<file path="src/rtl/efbd_ram.sv">
`default_nettype none
// ----------------------------------------------------------------------------
// efbd_ram
// Generic single-write, single-read memory with a registered read port.
// ----------------------------------------------------------------------------
module efbd_ram #(
    parameter int WIDTH = 8,
    parameter int DEPTH = 16
) (
    input  wire logic                     clk,
    input  wire logic                     we,
    input  wire logic [$clog2(DEPTH)-1:0] waddr,
    input  wire logic [WIDTH-1:0]         wdata,
    input  wire logic [$clog2(DEPTH)-1:0] raddr,
    output logic      [WIDTH-1:0]         rdata
);

    logic [WIDTH-1:0] mem_reg [DEPTH];
    logic [WIDTH-1:0] rdata_reg;

    always_ff @(posedge clk)
    begin
        if (we)
        begin
            mem_reg[waddr] <= wdata;
        end
        rdata_reg <= mem_reg[raddr];
    end

    assign rdata = rdata_reg;

endmodule
`default_nettype wire

</file>
<file path="config.mk">
export PLATFORM = sky130hd
export DESIGN_NAME = efbd_ram
export DESIGN_NICKNAME = d
export VERILOG_FILES = /design/src/rtl/efbd_ram.sv
export SDC_FILE = /design/constraint.sdc
export NUM_CORES = 1
export LEC_CHECK = 0
export CAP_MARGIN = 20
export CELL_PAD_IN_SITES_DETAIL_PLACEMENT = 1
export CELL_PAD_IN_SITES_GLOBAL_PLACEMENT = 2
export CORE_AREA = 5 5 113 115
export DETAILED_ROUTE_END_ITERATION = 8
export DIE_AREA = 0 0 118 120
export DONT_BUFFER_PORTS = 1
export GPL_ROUTABILITY_DRIVEN = 0
export GPL_TIMING_DRIVEN = 0
export PLACE_DENSITY = 0.75
export SLEW_MARGIN = 20
export SYNTH_ARGS = -nofsm -noshare
export SYNTH_HDL_FRONTEND = slang
export SYNTH_SLANG_ARGS = --single-unit
</file>
<file path="constraint.sdc">
create_clock -name clk -period 4.6 [get_ports clk]
set_input_delay 0.23 -clock clk [delete_from_list [all_inputs] [get_ports clk]]
set_output_delay 0.23 -clock clk [all_outputs]
set_load 0.01 [all_outputs]
</file>
==> results.py <==
metrics = {
    "sta": {
        "layout_setup_ws_ns": 3.17,
        "slew_headroom_pct": 42.8,
        "hold_viol_final": 0,
        "rsz0062_at_grt": "no",
        "setup_viol": 0,
        "fmax_mhz": 700,
        "final.setup.tns_ns": 0,
        "fin_skew_ns": 0.00630,
        "maxSlewViolCount": 0,
        "period_minus_slack_ns": 1.43,
        "fin_crit_sh_pct": 31.1,
        "max_slew.worst_pin.slew_ns": 0.855,
    },
    "final_layout": {
        "n_antenna_cell": 0,
        "final_cell_count_no_fill": 416,
        "areaGrowthSynthToFinish_pct": 17.3,
        "design_area_mm2": 0.00604,
        "nets": 274,
        "largest_reg_flops": 128,
        "drive_gt1_share_pct": 23.8,
    },
    "power_and_ir_drop": {
        "clkPwrFrac_pct": 47.1,
        "comb_power_share_pct": 4.2,
        "peakVddDrop_uv": 279,
        "switching_share_pct": 20.3,
        "p_int_mw": 2.29,
        "p_leak_nw": 1.97,
        "power.density_mw_per_mm2": 475,
        "seqPwrFrac_pct": 48.7,
        "p_sw_mw": 0.584,
    },
    "global_routing": {
        "antenna_found_initial": 0,
        "grt_pass1_vias": 2511,
        "grtUsageMet2_pct": 24.5,
        "grt_max_degree": 17,
        "grt_pass1_wl_mm": 16.0,
        "grt_use_met3_pct": 3.63,
        "grt.busiest_layer": "met2",
        "overflow": 0,
        "grtUsageTotal_pct": 15.9,
        "grtUsageMet1_pct": 21.6,
    },
    "floorplan": {
        "core_mm2": 0.0117,
        "start_util_pct": 44.0,
        "rows": 40,
        "die_x_um": 118,
        "io-pin-count": 26,
        "die_y_um": 120,
        "die_area_mm2": 0.0142,
    },
    "clock_tree": {
        "cts_tree": "done",
        "cts_max_level": 4,
        "post_cts_buffers": 0,
        "clockBufferDepth": 2,
        "ctsResizeCount": 0,
        "clock_latency_ns": 0.41,
        "numCtsBuffers": 17,
        "cts_root_buf": "clkbuf_16",
        "cts.sinks": 136,
        "cts_hold_buf": 8,
        "path_clk_slew_ns": 0.06,
    },
    "setup_path": {
        "critPathRequiredTime_ns": 4.88,
        "crit_path_end_kind": "register",
        "critPathLaunchType": "register",
        "critPathKind": "register to register",
        "cp_max_fo": 1,
        "rrSetupSlack_ns": 3.17,
        "cp.arrival_ns": 1.71,
    },
    "placed_design": {
        "dp_hpwl_mm": 6.68,
        "placedCellCount": 376,
        "place_area_mm2": 0.00535,
        "dp_slack_ns": 2.80,
        "numPortBuffers": 0,
    },
    "hold_path": {
        "min_path_type": "input port to register",
    },
    "logic_synthesis": {
        "synth-seq-cells": 136,
        "postSynthCellCount": 229,
        "yosysSeqAreaShare_pct": 77.8,
        "ys_types": 19,
        "yosysWarnings": 0,
        "netlist_area_mm2": 0.00515,
        "syn_area_per_cell_um2": 22.5,
        "synthesis.nets": 247,
    },
    "job": {
        "cap_violations": 0,
    },
    "detailed_routing": {
        "routed-via-count": 2357,
        "first_pass_iters": 4,
        "drt-vias-per-instance": 5.67,
        "wirelength_mm": 10.6,
        "drc": 0,
        "drt_iter0_drc": 196,
        "ant_nets": 0,
        "wl_per_cell_um": 25.5,
    },
    "run_status": {
        "status": "complete, no violations",
    },
}
-- cells by family after synthesis --
family / share of synthesized area (%)
buffers and inverters: 1.68
AO/OA/AOI/OAI: 2.33
multiplexers: 15.0
AND/OR/NAND/NOR: 3.18
flip-flops: 77.8
-- worst max-delay path: stages (launching register included) --
cell	delay, ns
edfxtp_1	0.37
mux4_2	0.48
a22oi_1	0.31
nand2_1	0.13
-- final timing paths --
| path | from | to | cells past startpoint |
|---|---|---|---|
| setup / recovery | mem_reg[11][0] | rdata[0] | 3 |
| hold / removal | waddr[0] | mem_reg[4][5] | 1 |
| setup reg to reg | mem_reg[11][0] | rdata[0] | 3 |
| hold reg to reg | mem_reg[11][3] | rdata[3] | 3 |
-- Yosys cell counts --
library cell | instances | share of area (%)
and2_1 | 1 | 0.12
nand3_1 | 1 | 0.097
buf_2 | 3 | 0.29
nor2_1 | 13 | 0.95
or3b_2 | 1 | 0.17
a22oi_1 | 16 | 2.3
and2b_1 | 1 | 0.15
nor3_1 | 4 | 0.39
mux4_1 | 14 | 7.1
nand2_1 | 9 | 0.66
nand3b_1 | 2 | 0.29
buf_6 | 3 | 0.66
buf_4 | 1 | 0.15
nand2b_1 | 2 | 0.24
clkdlybuf4s25_2 | 3 | 0.58
mux4_2 | 18 | 7.9
nor2b_1 | 1 | 0.12
edfxtp_1 | 128 | 75
dfxtp_1 | 8 | 3.1
-- layer usage --
layer,up-vias,share of wire (%)
met5,-,0
met4,0,2.0
met3,16,4.3
met2,72,48
met1,1244,45
li1,1025,-
-- power by group through the flow --
stage	Clock, mW	Combinational [mW]	Sequential (mW)
detailed placement	0	0.0971	1.42
global placement	0	0.0958	1.42
global route	1.42	0.128	1.40
finish	1.35	0.119	1.40
floorplan	0	0.0703	1.42
CTS	1.36	0.121	1.40
-- cell usage in the layout, fill, tap and decap left out, types with 2 or more instances in the layout --
cell type,n
nor3_2,4
clkinvlp_4,5
a22oi_1,16
clkinv_2,4
nand3b_1,2
dlygate4sd3_1,8
clkbuf_16,20
dfxtp_1,8
edfxtp_1,128
mux4_1,14
mux4_2,18
nand2_1,9
nor2_1,13
clkdlybuf4s25_2,3
buf_6,3
buf_2,3
nand2b_1,2
-- area by class of cell --
class	instances	area, µm²
buffer	10	86.3
clock buffer	22	518
clock inverter	10	87.6
fill	1059	5670
multi-input combinational	83	1080
sequential	136	4000
tap	147	184
timing repair buffer	8	80.1
-- stage by stage --
stage	hold slack, ns	utilization (%)	total power, mW
floorplan	0.329	-	1.49
global placement	0.330	45.5	1.52
detailed placement	0.330	45.7	1.52
CTS	0.0939	51.5	2.88
global route	0.0884	51.5	2.95
finish	0.0951	51.5	2.87
Note: power is estimated with default switching activity, not from simulation.
