<file path="src/rtl/efbd_pkg.sv">
`default_nettype none
// ----------------------------------------------------------------------------
// efbd_pkg
// Shared widths, register indexes, reset values and the command and status
// bundles that join the beat detector controller and its datapath.
// ----------------------------------------------------------------------------
package efbd_pkg;

    localparam int SAMPLE_W   = 16;
    localparam int SQ_W       = 2 * SAMPLE_W;
    localparam int MAX_HOP    = 4096;
    localparam int MAX_RADIUS = 16;

    localparam int HOP_W      = 13;
    localparam int RAD_W      = 5;
    localparam int SENS_W     = 12;
    localparam int DEB_W      = 20;
    localparam int CFG_IDX_W  = 2;
    localparam int CFG_DATA_W = 20;

    localparam int CNT_W      = 12;
    localparam int ENERGY_W   = 43;
    localparam int FRAME_W    = 24;
    localparam int CENTER_W   = 36;

    // Ring of recent flux values: two windows of radius plus the neighbors.
    localparam int LINE_LEN   = 2 * MAX_RADIUS + 2;
    localparam int LINE_AW    = $clog2(LINE_LEN);
    localparam int SPAN_MAX   = LINE_LEN - 2;

    localparam int SUM_W      = ENERGY_W + LINE_AW;
    localparam int LHS_W      = ENERGY_W + LINE_AW;
    localparam int THR_FRAC   = 8;
    localparam int RHS_W      = SUM_W + SENS_W;
    localparam int PROD_W     = FRAME_W + HOP_W;

    localparam logic [CFG_IDX_W-1:0] REG_HOP      = 2'd0;
    localparam logic [CFG_IDX_W-1:0] REG_RADIUS   = 2'd1;
    localparam logic [CFG_IDX_W-1:0] REG_SENS     = 2'd2;
    localparam logic [CFG_IDX_W-1:0] REG_DEBOUNCE = 2'd3;

    localparam logic [HOP_W-1:0]  HOP_RESET      = 13'd480;
    localparam logic [RAD_W-1:0]  RADIUS_RESET   = 5'd10;
    localparam logic [SENS_W-1:0] SENS_RESET     = 12'd384;
    localparam logic [DEB_W-1:0]  DEBOUNCE_RESET = 20'd14400;

    localparam logic KIND_BEAT = 1'b0;
    localparam logic KIND_END  = 1'b1;

    typedef struct packed {
        logic take_in;
        logic square;
        logic accum;
        logic close;
        logic flush_init;
        logic dec_setup;
        logic rd_issue;
        logic mul;
        logic test;
        logic emit_beat;
        logic emit_mark;
        logic d_dec;
    } efbd_cmd_t;

    typedef struct packed {
        logic close_due;
        logic last;
        logic decide_due;
        logic flush_none;
        logic rd_last;
        logic pass;
        logic d_one;
        logic out_free;
    } efbd_stat_t;

endpackage
`default_nettype wire

</file>
<file path="src/rtl/efbd_ctrl.sv">
`default_nettype none
// ----------------------------------------------------------------------------
// efbd_ctrl
// Sequencer for the beat detector: sample accumulation, frame close, the
// window decision of one frame and the end-of-stream flush.
// ----------------------------------------------------------------------------
module efbd_ctrl (
    input  wire logic                 clk,
    input  wire logic                 rst_n,
    input  wire logic                 in_valid,
    output logic                      in_ready,
    input  wire efbd_pkg::efbd_stat_t stat,
    output efbd_pkg::efbd_cmd_t       cmd
);

    typedef enum logic [12:0] {
        ST_IDLE       = 13'b0000000000001,
        ST_SQUARE     = 13'b0000000000010,
        ST_ACCUM      = 13'b0000000000100,
        ST_CLOSE      = 13'b0000000001000,
        ST_FLUSH_INIT = 13'b0000000010000,
        ST_DEC_SETUP  = 13'b0000000100000,
        ST_DEC_READ   = 13'b0000001000000,
        ST_DEC_DRAIN  = 13'b0000010000000,
        ST_DEC_MUL    = 13'b0000100000000,
        ST_DEC_TEST   = 13'b0001000000000,
        ST_DEC_EMIT   = 13'b0010000000000,
        ST_DEC_END    = 13'b0100000000000,
        ST_MARK       = 13'b1000000000000
    } state_t;

    state_t state_reg;
    state_t state_next;
    logic   flushing_reg;
    logic   flushing_next;

    always_comb
    begin
        state_next    = state_reg;
        flushing_next = flushing_reg;
        cmd           = '0;
        unique case (state_reg)
            ST_IDLE:
            begin
                if (in_valid)
                begin
                    cmd.take_in = 1'b1;
                    state_next  = ST_SQUARE;
                end
            end
            ST_SQUARE:
            begin
                cmd.square = 1'b1;
                state_next = ST_ACCUM;
            end
            ST_ACCUM:
            begin
                cmd.accum  = 1'b1;
                state_next = stat.close_due ? ST_CLOSE : ST_IDLE;
            end
            ST_CLOSE:
            begin
                cmd.close     = 1'b1;
                flushing_next = 1'b0;
                if (stat.decide_due)
                begin
                    state_next = ST_DEC_SETUP;
                end
                else if (stat.last)
                begin
                    state_next = ST_FLUSH_INIT;
                end
                else
                begin
                    state_next = ST_IDLE;
                end
            end
            ST_FLUSH_INIT:
            begin
                cmd.flush_init = 1'b1;
                flushing_next  = 1'b1;
                state_next     = stat.flush_none ? ST_MARK : ST_DEC_SETUP;
            end
            ST_DEC_SETUP:
            begin
                cmd.dec_setup = 1'b1;
                state_next    = ST_DEC_READ;
            end
            ST_DEC_READ:
            begin
                cmd.rd_issue = 1'b1;
                if (stat.rd_last)
                begin
                    state_next = ST_DEC_DRAIN;
                end
            end
            ST_DEC_DRAIN:
            begin
                state_next = ST_DEC_MUL;
            end
            ST_DEC_MUL:
            begin
                cmd.mul    = 1'b1;
                state_next = ST_DEC_TEST;
            end
            ST_DEC_TEST:
            begin
                cmd.test   = 1'b1;
                state_next = stat.pass ? ST_DEC_EMIT : ST_DEC_END;
            end
            ST_DEC_EMIT:
            begin
                if (stat.out_free)
                begin
                    cmd.emit_beat = 1'b1;
                    state_next    = ST_DEC_END;
                end
            end
            ST_DEC_END:
            begin
                if (flushing_reg)
                begin
                    if (stat.d_one)
                    begin
                        state_next = ST_MARK;
                    end
                    else
                    begin
                        cmd.d_dec  = 1'b1;
                        state_next = ST_DEC_SETUP;
                    end
                end
                else if (stat.last)
                begin
                    state_next = ST_FLUSH_INIT;
                end
                else
                begin
                    state_next = ST_IDLE;
                end
            end
            ST_MARK:
            begin
                if (stat.out_free)
                begin
                    cmd.emit_mark = 1'b1;
                    state_next    = ST_IDLE;
                end
            end
            default:
            begin
                state_next = ST_IDLE;
            end
        endcase
    end

    always_ff @(posedge clk or negedge rst_n)
    begin
        if (!rst_n)
        begin
            state_reg    <= ST_IDLE;
            flushing_reg <= 1'b0;
        end
        else
        begin
            state_reg    <= state_next;
            flushing_reg <= flushing_next;
        end
    end

    assign in_ready = (state_reg == ST_IDLE);

endmodule
`default_nettype wire

</file>
<file path="config.mk">
export PLATFORM = sky130hd
export DESIGN_NAME = efbd_ctrl
export DESIGN_NICKNAME = d
export VERILOG_FILES = /design/src/rtl/efbd_pkg.sv /design/src/rtl/efbd_ctrl.sv
export SDC_FILE = /design/constraint.sdc
export NUM_CORES = 1
export LEC_CHECK = 0
export BUFFER_PORTS_ARGS = -buffer_cell sky130_fd_sc_hd__buf_2
export CAP_MARGIN = 40
export CELL_PAD_IN_SITES_DETAIL_PLACEMENT = 0
export CELL_PAD_IN_SITES_GLOBAL_PLACEMENT = 2
export CORE_AREA = 10 10 73 63
export DETAILED_ROUTE_END_ITERATION = 10
export DIE_AREA = 0 0 83 73
export GPL_TIMING_DRIVEN = 0
export PLACE_DENSITY = 0.83
export SYNTH_ARGS = -nofsm -noshare
export SYNTH_HDL_FRONTEND = slang
export SYNTH_SLANG_ARGS = --single-unit
</file>
<file path="constraint.sdc">
create_clock -name clk -period 3.5 [get_ports clk]
set_input_delay 0.35 -clock clk [delete_from_list [all_inputs] [get_ports clk]]
set_output_delay 0.35 -clock clk [all_outputs]
set_load 0.01 [all_outputs]
</file>
==> out/metrics.cfg <==
[run_status]
outcome=finished, violations left
failed_checks=negative hold slack

[global_route]
grt_pass1_wl_um=4420
grt_pass1_vias=890
track_usage_pct=8.67
antenna_found_initial=0
grt_max_degree=15
overflow=0

[layout]
final_cell_mix=buf_2 (23), nor2_1 (15), dfrtp_1 (13)
area_delta_synth_final_pct=21.8
num-nets-final=156
layout-drive-gt1-share_pct=24.3
largest_register_ffs=13
diodes=0
fillers=372
final_common_cell=buf_2

[place]
io_buffer_count=23
gp_routability_congestion=0.802
dp_hpwl_um=2080

[route]
via_per_inst=5.14
routed_wl_um=2650
routed-via-count=956
drc=0
route.antenna.remaining_nets=0
wire_per_inst_um=14.2
dr.pass1.iters=4
first_iter_violations=74

[clocking]
tritoncts=done
ctsHoldBuffers=0
cts_num_sinks=14
clk_pin_slew_ps=60
insertion_delay_ps=250
cts_made_buffers=3
ctsResizeCount=0
root_buffer=clkbuf_8
cts-htree-levels=1
postCtsSetupBuffers=0
clock_path_buffers=2

[setup_path]
arrival_ps=2490
critPathMaxFanout=8
r2r_cells=5
critPathLaunchType=register
cp.required_ps=3150
worstSetupEndpointType=output pin
worstSetupPathType=register to output pin

[sta]
fmax_mhz=352
setup_viol=0
tightest_slew_ps=699
holdWs_ps=-7.00
fin_skew_ps=2.34
relSlewSlack_pct=52.9
finalMaxSlewViolations=0
fin_crit_sh_pct=81.1
final.setup.tns_ps=0
hold_viol_final=13
min_period_ps=2840
rsz0062_at_grt=false

[logic_synthesis]
ys_seq_elements=14
synth_edf_count=0
ys_async_sr_fraction_pct=100
ys.flop_type=dfrtp_1
yosys.area_share.simple_pct=41.4
synth_nets=128
syn_avg_cell_area_um2=8.34
syn_inst=117
synth_xor_area_share_pct=5.38
syn_area_um2=976
synth_compound_area_share_pct=10.6
synthMuxAreaShare_pct=0
synth_seq_area_share_pct=36.0
synth_top_family_by_area=simple AND/OR/NAND/NOR gates
synth.distinct_cells=39
yosys_warnings=0
synth_fa_ha_area_share_pct=0

[pwr]
p_per_area_nw_per_um2=479
leakage_nw=0.576
finalPower_uw=569
peakVddDrop_v=0.000256

[die]
die_h_um=73
row_count=19
start_util_pct=30.2
die_w_um=83
coreArea_um2=3230
ios=24
dieArea_um2=6060

[min_path]
hp-class=primary input to asynchronous set/reset pin

[flow_run]
drv_cap=0

layer usage:
layer / track usage [%] / part of all wire [%] / vias up / wire length, um
li1: - / - / 477 / -
met1: 11.3 / 50 / 442 / 1330
met2: 13.5 / 45 / 33 / 1180
met3: 3.24 / 5.1 / 4 / 134
met4: 1.13 / 0.30 / 0 / 8
met5: 0 / 0 / - / 0
cells in the mapped netlist, drive strengths merged (2+ instances only):
cell	n	area share, %
nor4	6	3.8
nand2	8	3.1
clkbuf	6	2.3
nand3b	2	1.5
and4bb	2	2.6
buf	2	1.9
or4	3	2.7
nor3	11	5.6
and2	3	1.9
and4b	2	2.1
or3	2	1.8
nand2b	2	1.3
inv	6	2.3
o21ai	4	2.1
a221o	2	2.1
nand4	2	1.3
nand3	3	1.5
xor2	5	4.5
a21oi	3	1.5
nor2	15	5.8
dfrtp	13	33
critical path, cell delays in order (launching register included):
cell and delay (ps):
dfrtp_1 350, clkbuf_1 190, nor3_1 320, nand4_1 350, nor4_1 690, buf_4 210, buf_2 120
power breakdown:
group / internal (mW) / switching [mW] / leakage (nW)
Clock: 0.0806 / 0.0584 / 0.0228
Combinational: 0.103 / 0.128 / 0.362
Sequential: 0.181 / 0.0186 / 0.191
per-stage QoR:
stage	instance area, um2	hold WS, ps	utilization [%]	std cells	setup WS, ps
2_1_floorplan	976	54.4	-	117	1410
3_3_place_gp	1140	271	35.4	182	905
3_5_place_dp	1140	275	35.4	182	896
4_1_cts	1190	5.49	36.8	186	620
5_1_grt	1190	15.8	36.8	186	395
6_report	1190	-7.00	36.8	186	663
cells by family (layout without fill, tap and decap cells):
family                 Yosys count  count (layout)
AO/OA/AOI/OAI                   15              15
XOR/XNOR                         6               6
buffers and inverters           14              41
flip-flops                      14              14
AND/OR/NAND/NOR                 68              68
area by class of cell:
type | instances | area (um2) | area share (%)
multi-input combinational | 89 | 561 | 47.2
inverter | 6 | 22.5 | 1.89
timing repair buffer | 23 | 115 | 9.68
clock buffer | 4 | 45.0 | 3.79
buffer | 8 | 41.3 | 3.47
tap | 42 | 52.6 | 4.42
sequential | 14 | 352 | 29.6
path summary, 6_finish.rpt:
check                                          start                   endpoint  slack, ps
max in group asynchronous                      rst_n   state_reg[0]$_DFFE_PN1P_       3210
max reg2reg                state_reg[11]$_DFFE_PN0P_  state_reg[12]$_DFFE_PN0P_       1280
min reg2reg                 flushing_reg$_DFFE_PN0P_   flushing_reg$_DFFE_PN0P_        570
min in group clk                             stat[6]   state_reg[0]$_DFFE_PN1P_        320
min                                            rst_n   state_reg[9]$_DFFE_PN0P_         -7
max                        state_reg[11]$_DFFE_PN0P_                     cmd[7]        660
Note: power is estimated with default switching activity, not from simulation.
