==> src/rtl/efbd_pkg.sv <==
`default_nettype none
// ----------------------------------------------------------------------------
// efbd_pkg
// Shared widths, register indexes, reset values and the command and status
// bundles that join the beat detector controller and its datapath.
// ----------------------------------------------------------------------------
package efbd_pkg;

    localparam int SAMPLE_W   = 16;
    localparam int SQ_W       = 2 * SAMPLE_W;
    localparam int MAX_HOP    = 4096;
    localparam int MAX_RADIUS = 16;

    localparam int HOP_W      = 13;
    localparam int RAD_W      = 5;
    localparam int SENS_W     = 12;
    localparam int DEB_W      = 20;
    localparam int CFG_IDX_W  = 2;
    localparam int CFG_DATA_W = 20;

    localparam int CNT_W      = 12;
    localparam int ENERGY_W   = 43;
    localparam int FRAME_W    = 24;
    localparam int CENTER_W   = 36;

    // Ring of recent flux values: two windows of radius plus the neighbors.
    localparam int LINE_LEN   = 2 * MAX_RADIUS + 2;
    localparam int LINE_AW    = $clog2(LINE_LEN);
    localparam int SPAN_MAX   = LINE_LEN - 2;

    localparam int SUM_W      = ENERGY_W + LINE_AW;
    localparam int LHS_W      = ENERGY_W + LINE_AW;
    localparam int THR_FRAC   = 8;
    localparam int RHS_W      = SUM_W + SENS_W;
    localparam int PROD_W     = FRAME_W + HOP_W;

    localparam logic [CFG_IDX_W-1:0] REG_HOP      = 2'd0;
    localparam logic [CFG_IDX_W-1:0] REG_RADIUS   = 2'd1;
    localparam logic [CFG_IDX_W-1:0] REG_SENS     = 2'd2;
    localparam logic [CFG_IDX_W-1:0] REG_DEBOUNCE = 2'd3;

    localparam logic [HOP_W-1:0]  HOP_RESET      = 13'd480;
    localparam logic [RAD_W-1:0]  RADIUS_RESET   = 5'd10;
    localparam logic [SENS_W-1:0] SENS_RESET     = 12'd384;
    localparam logic [DEB_W-1:0]  DEBOUNCE_RESET = 20'd14400;

    localparam logic KIND_BEAT = 1'b0;
    localparam logic KIND_END  = 1'b1;

    typedef struct packed {
        logic take_in;
        logic square;
        logic accum;
        logic close;
        logic flush_init;
        logic dec_setup;
        logic rd_issue;
        logic mul;
        logic test;
        logic emit_beat;
        logic emit_mark;
        logic d_dec;
    } efbd_cmd_t;

    typedef struct packed {
        logic close_due;
        logic last;
        logic decide_due;
        logic flush_none;
        logic rd_last;
        logic pass;
        logic d_one;
        logic out_free;
    } efbd_stat_t;

endpackage
`default_nettype wire

==> src/rtl/efbd_datapath.sv <==
`default_nettype none
// ----------------------------------------------------------------------------
// efbd_datapath
// Configuration registers, frame energy and flux state, window sum and
// threshold arithmetic, and the result register of the beat detector.
// ----------------------------------------------------------------------------
module efbd_datapath (
    input  wire logic                                      clk,
    input  wire logic                                      rst_n,
    input  wire logic                                      cfg_we,
    input  wire logic [efbd_pkg::CFG_IDX_W-1:0]            cfg_index,
    input  wire logic [efbd_pkg::CFG_DATA_W-1:0]           cfg_data,
    input  wire logic signed [efbd_pkg::SAMPLE_W-1:0]      sample,
    input  wire logic                                      last,
    input  wire efbd_pkg::efbd_cmd_t                       cmd,
    output efbd_pkg::efbd_stat_t                           stat,
    input  wire logic                                      out_ready,
    output logic                                           out_valid,
    output logic                                           kind,
    output logic [efbd_pkg::FRAME_W-1:0]                   beat_frame,
    output logic [efbd_pkg::CENTER_W-1:0]                  beat_center,
    output logic                                           final_res,
    output logic                                           ram_we,
    output logic [efbd_pkg::LINE_AW-1:0]                   ram_waddr,
    output logic [efbd_pkg::ENERGY_W-1:0]                  ram_wdata,
    output logic [efbd_pkg::LINE_AW-1:0]                   ram_raddr,
    input  wire logic [efbd_pkg::ENERGY_W-1:0]             ram_rdata
);

    localparam logic [efbd_pkg::LINE_AW-1:0] RD_CUR  = 6'd0;
    localparam logic [efbd_pkg::LINE_AW-1:0] RD_PREV = 6'd1;
    localparam logic [efbd_pkg::LINE_AW-1:0] RD_NEXT = 6'd2;
    localparam logic [efbd_pkg::LINE_AW-1:0] RD_SUM0 = 6'd3;

    // Configuration.
    logic [efbd_pkg::HOP_W-1:0]      hop_reg;
    logic [efbd_pkg::RAD_W-1:0]      radius_reg;
    logic [efbd_pkg::SENS_W-1:0]     sens_reg;
    logic [efbd_pkg::DEB_W-1:0]      deb_reg;
    logic [efbd_pkg::HOP_W-1:0]      hop_eff;
    logic [efbd_pkg::RAD_W-1:0]      rad_eff;

    // Sample path.
    logic signed [efbd_pkg::SAMPLE_W-1:0] sample_reg;
    logic                            last_reg;
    logic [efbd_pkg::SAMPLE_W-1:0]   raw;
    logic [efbd_pkg::SAMPLE_W-1:0]   mag;
    logic [efbd_pkg::SQ_W-1:0]       sq_reg;
    logic [efbd_pkg::CNT_W:0]        cnt_next;

    // Stream state.
    logic [efbd_pkg::ENERGY_W-1:0]   energy_reg;
    logic [efbd_pkg::ENERGY_W-1:0]   prev_reg;
    logic [efbd_pkg::CNT_W-1:0]      sif_reg;
    logic [efbd_pkg::FRAME_W-1:0]    frame_reg;
    logic [efbd_pkg::LINE_AW-1:0]    head_reg;
    logic [efbd_pkg::LINE_LEN-1:0]   valid_reg;
    logic [efbd_pkg::FRAME_W-1:0]    last_beat_reg;
    logic                            seen_reg;
    logic [efbd_pkg::ENERGY_W-1:0]   flux_new;

    // Decision of one frame.
    logic [efbd_pkg::FRAME_W-1:0]    j_reg;
    logic [efbd_pkg::RAD_W-1:0]      d_reg;
    logic [efbd_pkg::FRAME_W-1:0]    k_reg;
    logic [efbd_pkg::LINE_AW-1:0]    span_reg;
    logic [efbd_pkg::LINE_AW-1:0]    rd_idx_reg;
    logic [efbd_pkg::LINE_AW-1:0]    rd_idx_q_reg;
    logic                            rd_pend_reg;
    logic                            vld_q_reg;
    logic [efbd_pkg::ENERGY_W-1:0]   f_cur_reg;
    logic [efbd_pkg::ENERGY_W-1:0]   f_prev_reg;
    logic [efbd_pkg::ENERGY_W-1:0]   f_next_reg;
    logic [efbd_pkg::SUM_W-1:0]      sum_reg;
    logic [efbd_pkg::LHS_W-1:0]      lhs_reg;
    logic [efbd_pkg::RHS_W-1:0]      rhs_reg;
    logic [efbd_pkg::PROD_W-1:0]     prod_reg;

    logic [efbd_pkg::FRAME_W-1:0]    rad_ext;
    logic [efbd_pkg::FRAME_W-1:0]    j_flush;
    logic [efbd_pkg::RAD_W-1:0]      top0;
    logic [efbd_pkg::RAD_W-1:0]      top;
    logic [efbd_pkg::FRAME_W-1:0]    k_new;
    logic [efbd_pkg::FRAME_W-1:0]    lo;
    logic [efbd_pkg::FRAME_W-1:0]    span_full;
    logic [efbd_pkg::LINE_AW-1:0]    span_new;
    logic [efbd_pkg::LINE_AW-1:0]    rd_off;
    logic [efbd_pkg::LINE_AW:0]      addr_raw;
    logic [efbd_pkg::LINE_AW-1:0]    rd_addr;
    logic [efbd_pkg::ENERGY_W-1:0]   flux_rd;
    logic [efbd_pkg::LINE_AW-1:0]    span_plus;
    logic [efbd_pkg::FRAME_W-1:0]    mul_a;
    logic [efbd_pkg::RHS_W-1:0]      lhs_scaled;
    logic                            thr_ok;
    logic                            peak_ok;
    logic                            gap_ok;

    // Result register.
    logic                            out_valid_reg;
    logic                            kind_reg;
    logic [efbd_pkg::FRAME_W-1:0]    frame_out_reg;
    logic [efbd_pkg::CENTER_W-1:0]   center_out_reg;
    logic                            final_reg;
    logic                            out_free;

    // Out-of-range hop and radius settings are clamped into range.
    always_comb
    begin
        if (hop_reg == '0)
        begin
            hop_eff = efbd_pkg::HOP_W'(1);
        end
        else if (hop_reg > efbd_pkg::HOP_W'(efbd_pkg::MAX_HOP))
        begin
            hop_eff = efbd_pkg::HOP_W'(efbd_pkg::MAX_HOP);
        end
        else
        begin
            hop_eff = hop_reg;
        end
        if (radius_reg == '0)
        begin
            rad_eff = efbd_pkg::RAD_W'(1);
        end
        else if (radius_reg > efbd_pkg::RAD_W'(efbd_pkg::MAX_RADIUS))
        begin
            rad_eff = efbd_pkg::RAD_W'(efbd_pkg::MAX_RADIUS);
        end
        else
        begin
            rad_eff = radius_reg;
        end
    end

    always_ff @(posedge clk or negedge rst_n)
    begin
        if (!rst_n)
        begin
            hop_reg    <= efbd_pkg::HOP_RESET;
            radius_reg <= efbd_pkg::RADIUS_RESET;
            sens_reg   <= efbd_pkg::SENS_RESET;
            deb_reg    <= efbd_pkg::DEBOUNCE_RESET;
        end
        else if (cfg_we)
        begin
            unique case (cfg_index)
                efbd_pkg::REG_HOP:      hop_reg    <= cfg_data[efbd_pkg::HOP_W-1:0];
                efbd_pkg::REG_RADIUS:   radius_reg <= cfg_data[efbd_pkg::RAD_W-1:0];
                efbd_pkg::REG_SENS:     sens_reg   <= cfg_data[efbd_pkg::SENS_W-1:0];
                efbd_pkg::REG_DEBOUNCE: deb_reg    <= cfg_data[efbd_pkg::DEB_W-1:0];
                default:
                begin
                end
            endcase
        end
    end

    // Magnitude of a two's complement sample; the most negative code maps to
    // its unsigned magnitude.
    assign raw      = sample_reg;
    assign mag      = raw[efbd_pkg::SAMPLE_W-1] ? (~raw + 1'b1) : raw;
    assign cnt_next = {1'b0, sif_reg} + 1'b1;
    assign flux_new = ((frame_reg != '0) && (energy_reg > prev_reg))
                    ? (energy_reg - prev_reg) : '0;

    // Flush: the newest frame and the deepest pending decision.
    assign rad_ext = efbd_pkg::FRAME_W'(rad_eff);
    assign j_flush = frame_reg - 1'b1;
    assign top0    = rad_eff - 1'b1;
    always_comb
    begin
        if (j_flush == '0)
        begin
            top = '0;
        end
        else if (efbd_pkg::FRAME_W'(top0) > (j_flush - 1'b1))
        begin
            top = efbd_pkg::RAD_W'(j_flush - 1'b1);
        end
        else
        begin
            top = top0;
        end
    end

    // Window of the frame under decision, clipped at the stream start and to
    // the depth of the flux ring.
    assign k_new     = j_reg - efbd_pkg::FRAME_W'(d_reg);
    assign lo        = (k_new >= rad_ext) ? (k_new - rad_ext) : '0;
    assign span_full = j_reg - lo;
    assign span_new  = (span_full > efbd_pkg::FRAME_W'(efbd_pkg::SPAN_MAX))
                     ? efbd_pkg::LINE_AW'(efbd_pkg::SPAN_MAX)
                     : span_full[efbd_pkg::LINE_AW-1:0];

    // Read order: the frame itself, its older and newer neighbors, then the
    // window from the newest frame backward.
    always_comb
    begin
        case (rd_idx_reg)
            RD_CUR:  rd_off = efbd_pkg::LINE_AW'(d_reg);
            RD_PREV: rd_off = efbd_pkg::LINE_AW'(d_reg) + 1'b1;
            RD_NEXT: rd_off = efbd_pkg::LINE_AW'(d_reg) - 1'b1;
            default: rd_off = rd_idx_reg - RD_SUM0;
        endcase
    end

    assign addr_raw = {1'b0, head_reg} + (efbd_pkg::LINE_AW + 1)'(efbd_pkg::LINE_LEN - 1)
                    - {1'b0, rd_off};
    assign rd_addr  = (addr_raw >= (efbd_pkg::LINE_AW + 1)'(efbd_pkg::LINE_LEN))
                    ? efbd_pkg::LINE_AW'(addr_raw - (efbd_pkg::LINE_AW + 1)'(efbd_pkg::LINE_LEN))
                    : addr_raw[efbd_pkg::LINE_AW-1:0];
    assign flux_rd  = vld_q_reg ? ram_rdata : '0;

    assign ram_we    = cmd.close;
    assign ram_waddr = head_reg;
    assign ram_wdata = flux_new;
    assign ram_raddr = rd_addr;

    assign span_plus  = span_reg + 1'b1;
    assign mul_a      = cmd.test ? k_reg : (k_reg - last_beat_reg);
    assign lhs_scaled = {{(efbd_pkg::RHS_W - efbd_pkg::LHS_W - efbd_pkg::THR_FRAC){1'b0}},
                         lhs_reg, {efbd_pkg::THR_FRAC{1'b0}}};
    assign thr_ok     = lhs_scaled > rhs_reg;
    assign peak_ok    = (f_cur_reg >= f_prev_reg) && (f_cur_reg > f_next_reg);
    assign gap_ok     = !seen_reg || (prod_reg >= efbd_pkg::PROD_W'(deb_reg));

    always_ff @(posedge clk)
    begin
        if (cmd.take_in)
        begin
            sample_reg <= sample;
            last_reg   <= last;
        end
        if (cmd.square)
        begin
            sq_reg <= efbd_pkg::SQ_W'(mag) * efbd_pkg::SQ_W'(mag);
        end
        if (cmd.close)
        begin
            j_reg <= frame_reg;
            d_reg <= rad_eff;
        end
        if (cmd.flush_init)
        begin
            j_reg <= j_flush;
            d_reg <= top;
        end
        if (cmd.d_dec)
        begin
            d_reg <= d_reg - 1'b1;
        end
        if (cmd.dec_setup)
        begin
            k_reg    <= k_new;
            span_reg <= span_new;
        end
        if (cmd.rd_issue)
        begin
            rd_idx_q_reg <= rd_idx_reg;
            vld_q_reg    <= valid_reg[rd_addr];
        end
        if (cmd.dec_setup)
        begin
            sum_reg <= '0;
        end
        else if (rd_pend_reg)
        begin
            case (rd_idx_q_reg)
                RD_CUR:  f_cur_reg  <= flux_rd;
                RD_PREV: f_prev_reg <= flux_rd;
                RD_NEXT: f_next_reg <= flux_rd;
                default: sum_reg    <= sum_reg + efbd_pkg::SUM_W'(flux_rd);
            endcase
        end
        if (cmd.mul)
        begin
            lhs_reg <= efbd_pkg::LHS_W'(f_cur_reg) * efbd_pkg::LHS_W'(span_plus);
            rhs_reg <= efbd_pkg::RHS_W'(sum_reg) * efbd_pkg::RHS_W'(sens_reg);
        end
        if (cmd.mul || cmd.test)
        begin
            prod_reg <= efbd_pkg::PROD_W'(mul_a) * efbd_pkg::PROD_W'(hop_eff);
        end
        if (cmd.emit_beat)
        begin
            kind_reg       <= efbd_pkg::KIND_BEAT;
            frame_out_reg  <= k_reg;
            center_out_reg <= efbd_pkg::CENTER_W'(prod_reg)
                            + efbd_pkg::CENTER_W'(hop_eff >> 1);
            final_reg      <= !last_reg;
        end
        else if (cmd.emit_mark)
        begin
            kind_reg       <= efbd_pkg::KIND_END;
            frame_out_reg  <= '0;
            center_out_reg <= '0;
            final_reg      <= 1'b1;
        end
    end

    always_ff @(posedge clk or negedge rst_n)
    begin
        if (!rst_n)
        begin
            energy_reg    <= '0;
            prev_reg      <= '0;
            sif_reg       <= '0;
            frame_reg     <= '0;
            head_reg      <= '0;
            valid_reg     <= '0;
            last_beat_reg <= '0;
            seen_reg      <= 1'b0;
            rd_idx_reg    <= '0;
            rd_pend_reg   <= 1'b0;
            out_valid_reg <= 1'b0;
        end
        else
        begin
            rd_pend_reg <= cmd.rd_issue;
            if (cmd.accum)
            begin
                energy_reg <= energy_reg + efbd_pkg::ENERGY_W'(sq_reg);
                sif_reg    <= cnt_next[efbd_pkg::CNT_W-1:0];
            end
            if (cmd.close)
            begin
                valid_reg[head_reg] <= 1'b1;
                head_reg  <= (head_reg == efbd_pkg::LINE_AW'(efbd_pkg::LINE_LEN - 1))
                           ? '0 : head_reg + 1'b1;
                prev_reg   <= energy_reg;
                energy_reg <= '0;
                sif_reg    <= '0;
                frame_reg  <= frame_reg + 1'b1;
            end
            if (cmd.dec_setup)
            begin
                rd_idx_reg <= '0;
            end
            else if (cmd.rd_issue)
            begin
                rd_idx_reg <= rd_idx_reg + 1'b1;
            end
            if (cmd.emit_beat)
            begin
                seen_reg      <= 1'b1;
                last_beat_reg <= k_reg;
            end
            // The end marker starts a fresh stream.
            if (cmd.emit_mark)
            begin
                energy_reg    <= '0;
                prev_reg      <= '0;
                sif_reg       <= '0;
                frame_reg     <= '0;
                head_reg      <= '0;
                valid_reg     <= '0;
                last_beat_reg <= '0;
                seen_reg      <= 1'b0;
            end
            if (cmd.emit_beat || cmd.emit_mark)
            begin
                out_valid_reg <= 1'b1;
            end
            else if (out_ready)
            begin
                out_valid_reg <= 1'b0;
            end
        end
    end

    assign out_free = !out_valid_reg || out_ready;

    always_comb
    begin
        stat.close_due  = (cnt_next >= (efbd_pkg::CNT_W + 1)'(hop_eff)) || last_reg;
        stat.last       = last_reg;
        stat.decide_due = frame_reg >= (rad_ext + 1'b1);
        stat.flush_none = (top == '0);
        stat.rd_last    = (rd_idx_reg == (span_reg + RD_SUM0));
        stat.pass       = thr_ok && peak_ok && gap_ok;
        stat.d_one      = (d_reg == efbd_pkg::RAD_W'(1));
        stat.out_free   = out_free;
    end

    assign out_valid   = out_valid_reg;
    assign kind        = kind_reg;
    assign beat_frame  = frame_out_reg;
    assign beat_center = center_out_reg;
    assign final_res   = final_reg;

endmodule
`default_nettype wire

==> config.mk <==
export PLATFORM = sky130hd
export DESIGN_NAME = efbd_datapath
export DESIGN_NICKNAME = d
export VERILOG_FILES = /design/src/rtl/efbd_pkg.sv /design/src/rtl/efbd_datapath.sv
export SDC_FILE = /design/constraint.sdc
export NUM_CORES = 2
export LEC_CHECK = 0
export BUFFER_PORTS_ARGS = -buffer_cell sky130_fd_sc_hd__buf_2
export CAP_MARGIN = 20
export CORE_MARGIN = 2
export CORE_UTILIZATION = 48
export DETAILED_ROUTE_END_ITERATION = 8
export GPL_ROUTABILITY_DRIVEN = 0
export GPL_TIMING_DRIVEN = 0
export PLACE_DENSITY_LB_ADDON = 0.05
export RECOVER_POWER = 100
export SLEW_MARGIN = 20
export SYNTH_ARGS = -nofsm -noshare
export SYNTH_HDL_FRONTEND = slang
export SYNTH_SLANG_ARGS = --single-unit
==> constraint.sdc <==
create_clock -name clk -period 12.1 [get_ports clk]
set_input_delay 2.42 -clock clk [delete_from_list [all_inputs] [get_ports clk]]
set_output_delay 2.42 -clock clk [all_outputs]
set_load 0.01 [all_outputs]
==> impl_results.md <==
- Run status: complete, but fails checks
- Failing checks: capacitance limit, slew limit
- Met3 Routed Length: 17800 microns
- Clock sink count: ~750
- Arrival @ worst endpoint: ~11 ns
- Commonest non-fill, non-tap cell in the layout: inv_1
- Max VDD drop: approximately 0.90 mV
- Site row count: 155
- # Post-CTS Setup Buffers: 0
- Crit-path max FO: 10
- RSZ-0062 raised after global routing: no
- Cell Area, Synth: 86400 sq um
- # port buffers: 219
- Vias: about 67000
- DR pass1 iterations: 6
- Seq/Total Area, Yosys: 23.9%
- Hold buffers post-CTS: 0
- CTS Buffer Depth: 3
- Core region area: ~180000 sq um
- Hold crit path type: flop to flop
- Layout Cells excl Fill: about 12000
- Synth cell types: 95
- Die W: roughly 430 microns
- CTS tree: built
- CTS root buffer: clkbuf_16
- Final WL: 253000 microns
- First-pass GRT wire length: 398000 microns
- Clock insertion delay at the later pin of the skew report: 0.76 ns
- CTS Buf Count: 93
- Drt via density: 5.51
- Initial antenna violation count: 14
- Pin count of the biggest net entering global routing: 80
- Filler cells: approximately 17000
- Initial DRC Count: 4618
- Fin. max-slew vios: 573
- H-tree Lvls: 3
- Area growth, synth to finish: 8.35%
- Initial core utilization: 48.4%
- WL/cell: 20.8 microns
- Synth Flop Type: edfxtp_1
- Synth Instances: 9384
- Synth warn: 0
- Slew HR: -243%
- Clock Skews: 0.0529 ns
- Worst Path Required: 12.65 ns
- Max Used Layer: met5
- CTS resizes: 0
- Yosys reg bits: between 700 and 800
- Final count of hold timing violations: 0
- I/O pin cnt: 225
- PwrDens: 289 nW/um^2
- Most frequent cells in the layout: inv_1 (1446), nand2_1 (1291), fa_1 (1050), ha_1 (731), nor2_1 (597)
- NumNets Final: 11620
- Met2 WL: about 110000 microns
- Total Power: 27.1 mW
- Setup crit end kind: flop
- Total track usage: 27.9%
- Setup TNS: 0 ns
- Vias in the first global route: 69028
- Max reg flops: 61
- Antenna Nets Post-Route: 0
- Leak pwr: 43.6 nW
- Async set or reset register ratio after synthesis: 32.8%
- GRT overflow: 0
- Share of cells above drive strength 1: 3.84%
- Max-cap violations: 14
- Avg Cell Area, Syn: 9.21 sq um
- Fmax: 92.6 MHz
- Final period util: 89.3%
- Worst slew pin tran: 5.15 ns
- M1 WL: around 110000 microns
- Die area: about 180000 sq um
- Die height: 428 microns
- Crit path time final: 10.80 ns
- Final setup vio count: 0
- Startpoint types: flop
- Clk slew on worst S/H paths: 0.06 ns
- WS Path Type: flop to flop
- Inst Count DP: 12000
- Post-route DRC: 0
- Post-synth EDFFs: 451
- Placed wire-length estimate: approximately 210000 microns
[routing by layer]
metal | vias to the layer above | global-route usage, %
met1 | 33394 | 38.2
met2 | 1997 | 44.1
li1 | 31328 | -
met5 | - | 0
met4 | 4 | 10.1
met3 | 378 | 5.20
[report_power, final]
part / switching, mW / total (mW) / leakage [nW] / internal, mW
clock: 1.25 / 2.87 / 1.47 / 1.62
combinational: 11.8 / 19.8 / 34.0 / 8.02
sequential: 0.368 / 4.41 / 8.15 / 4.04
total: 13.4 / 27.1 / 43.6 / 13.7
[area by class of cell]
class / count / area [sq um] / area share (%)
Sequential cell: 746 / 20700 / 22.1
Tap cell: 2355 / 2950 / 3.15
Antenna cell: 8 / 20.0 / 0.0214
Multi-Input combinational cell: 6810 / 58900 / 62.9
Clock buffer: 118 / 2490 / 2.66
Inverter: 1454 / 5460 / 5.83
Buffer: 385 / 1460 / 1.56
Clock inverter: 55 / 573 / 0.612
Timing Repair Buffer: 251 / 1130 / 1.21
[synthesized netlist by cell type, types with 241 or more instances]
| library cell | number | area share (%) |
|---|---|---|
| inv_1 | 1446 | 6.3 |
| xnor2_1 | 272 | 2.8 |
| o21ai_0 | 247 | 1.4 |
| nand2_1 | 1291 | 5.6 |
| ha_1 | 731 | 11 |
| a21o_1 | 241 | 2.1 |
| nor2_1 | 596 | 2.6 |
| fa_1 | 1050 | 24 |
| a21oi_1 | 477 | 2.8 |
| and2_1 | 300 | 2.2 |
| edfxtp_1 | 451 | 16 |
| clkbuf_1 | 365 | 1.6 |
[logic make-up (layout without fill, tap and decap cells)]
family / after synthesis / count (layout) / share of synthesized area, %
other: 2 / 21 / 0.00869
buffers and inverters: 1839 / 2263 / 8.00
multiplexers: 157 / 157 / 2.02
XOR/XNOR: 479 / 479 / 4.87
AND/OR/NAND/NOR: 2958 / 2958 / 15.9
AO/OA/AOI/OAI: 1422 / 1422 / 10.4
flip-flops: 746 / 746 / 23.9
adder cells (fa/ha/maj): 1781 / 1781 / 34.9
[worst paths after layout]
kind	startpoint	to	slack [ns]	cells after the start
setup / recovery	span_reg[0]	lhs_reg[38]	1.30	22
min in group asynchronous	rst_n	valid_reg[27]	2.25	1
hold reg to reg	rd_idx_reg[3]	rd_idx_q_reg[3]	0.44	0
setup reg to reg	span_reg[0]	lhs_reg[38]	1.30	22
max in group asynchronous	rst_n	sens_reg[6]	2.85	3
hold / removal	rd_idx_reg[3]	rd_idx_q_reg[3]	0.44	0
[metrics by stage]
| step | worst slack [ns] | cell area, sq um | hold slack [ns] | utilization [%] |
|---|---|---|---|---|
| global route | 0.906 | 93700 | 0.452 | 52.4 |
| detailed placement | 1.20 | 91000 | 0.433 | 51.0 |
| finish | 1.30 | 93700 | 0.444 | 52.4 |
| CTS | 1.88 | 94100 | 0.446 | 52.7 |
| floorplan | 2.74 | 86500 | 0.423 | - |
| global placement | 0.961 | 90500 | 0.429 | 50.7 |
[worst max-delay path, stage by stage, from the launching register on]
cell,delay (ns)
edfxtp_1,0.34
clkbuf_1,0.60
inv_1,0.51
clkbuf_1,0.56
ha_1,0.48
clkbuf_1,1.08
clkbuf_1,0.88
nand2_1,0.17
fa_1,0.56
inv_1,0.05
fa_1,0.47
fa_1,0.58
ha_1,0.41
and4_1,0.26
o311a_1,0.29
o311ai_0,0.40
a2111oi_1,0.93
o21ai_0,0.23
a21oi_1,0.27
a21oi_1,0.14
o31ai_1,0.80
a21oi_1,0.19
xnor2_1,0.29
Note: power is estimated with default switching activity, not from simulation.
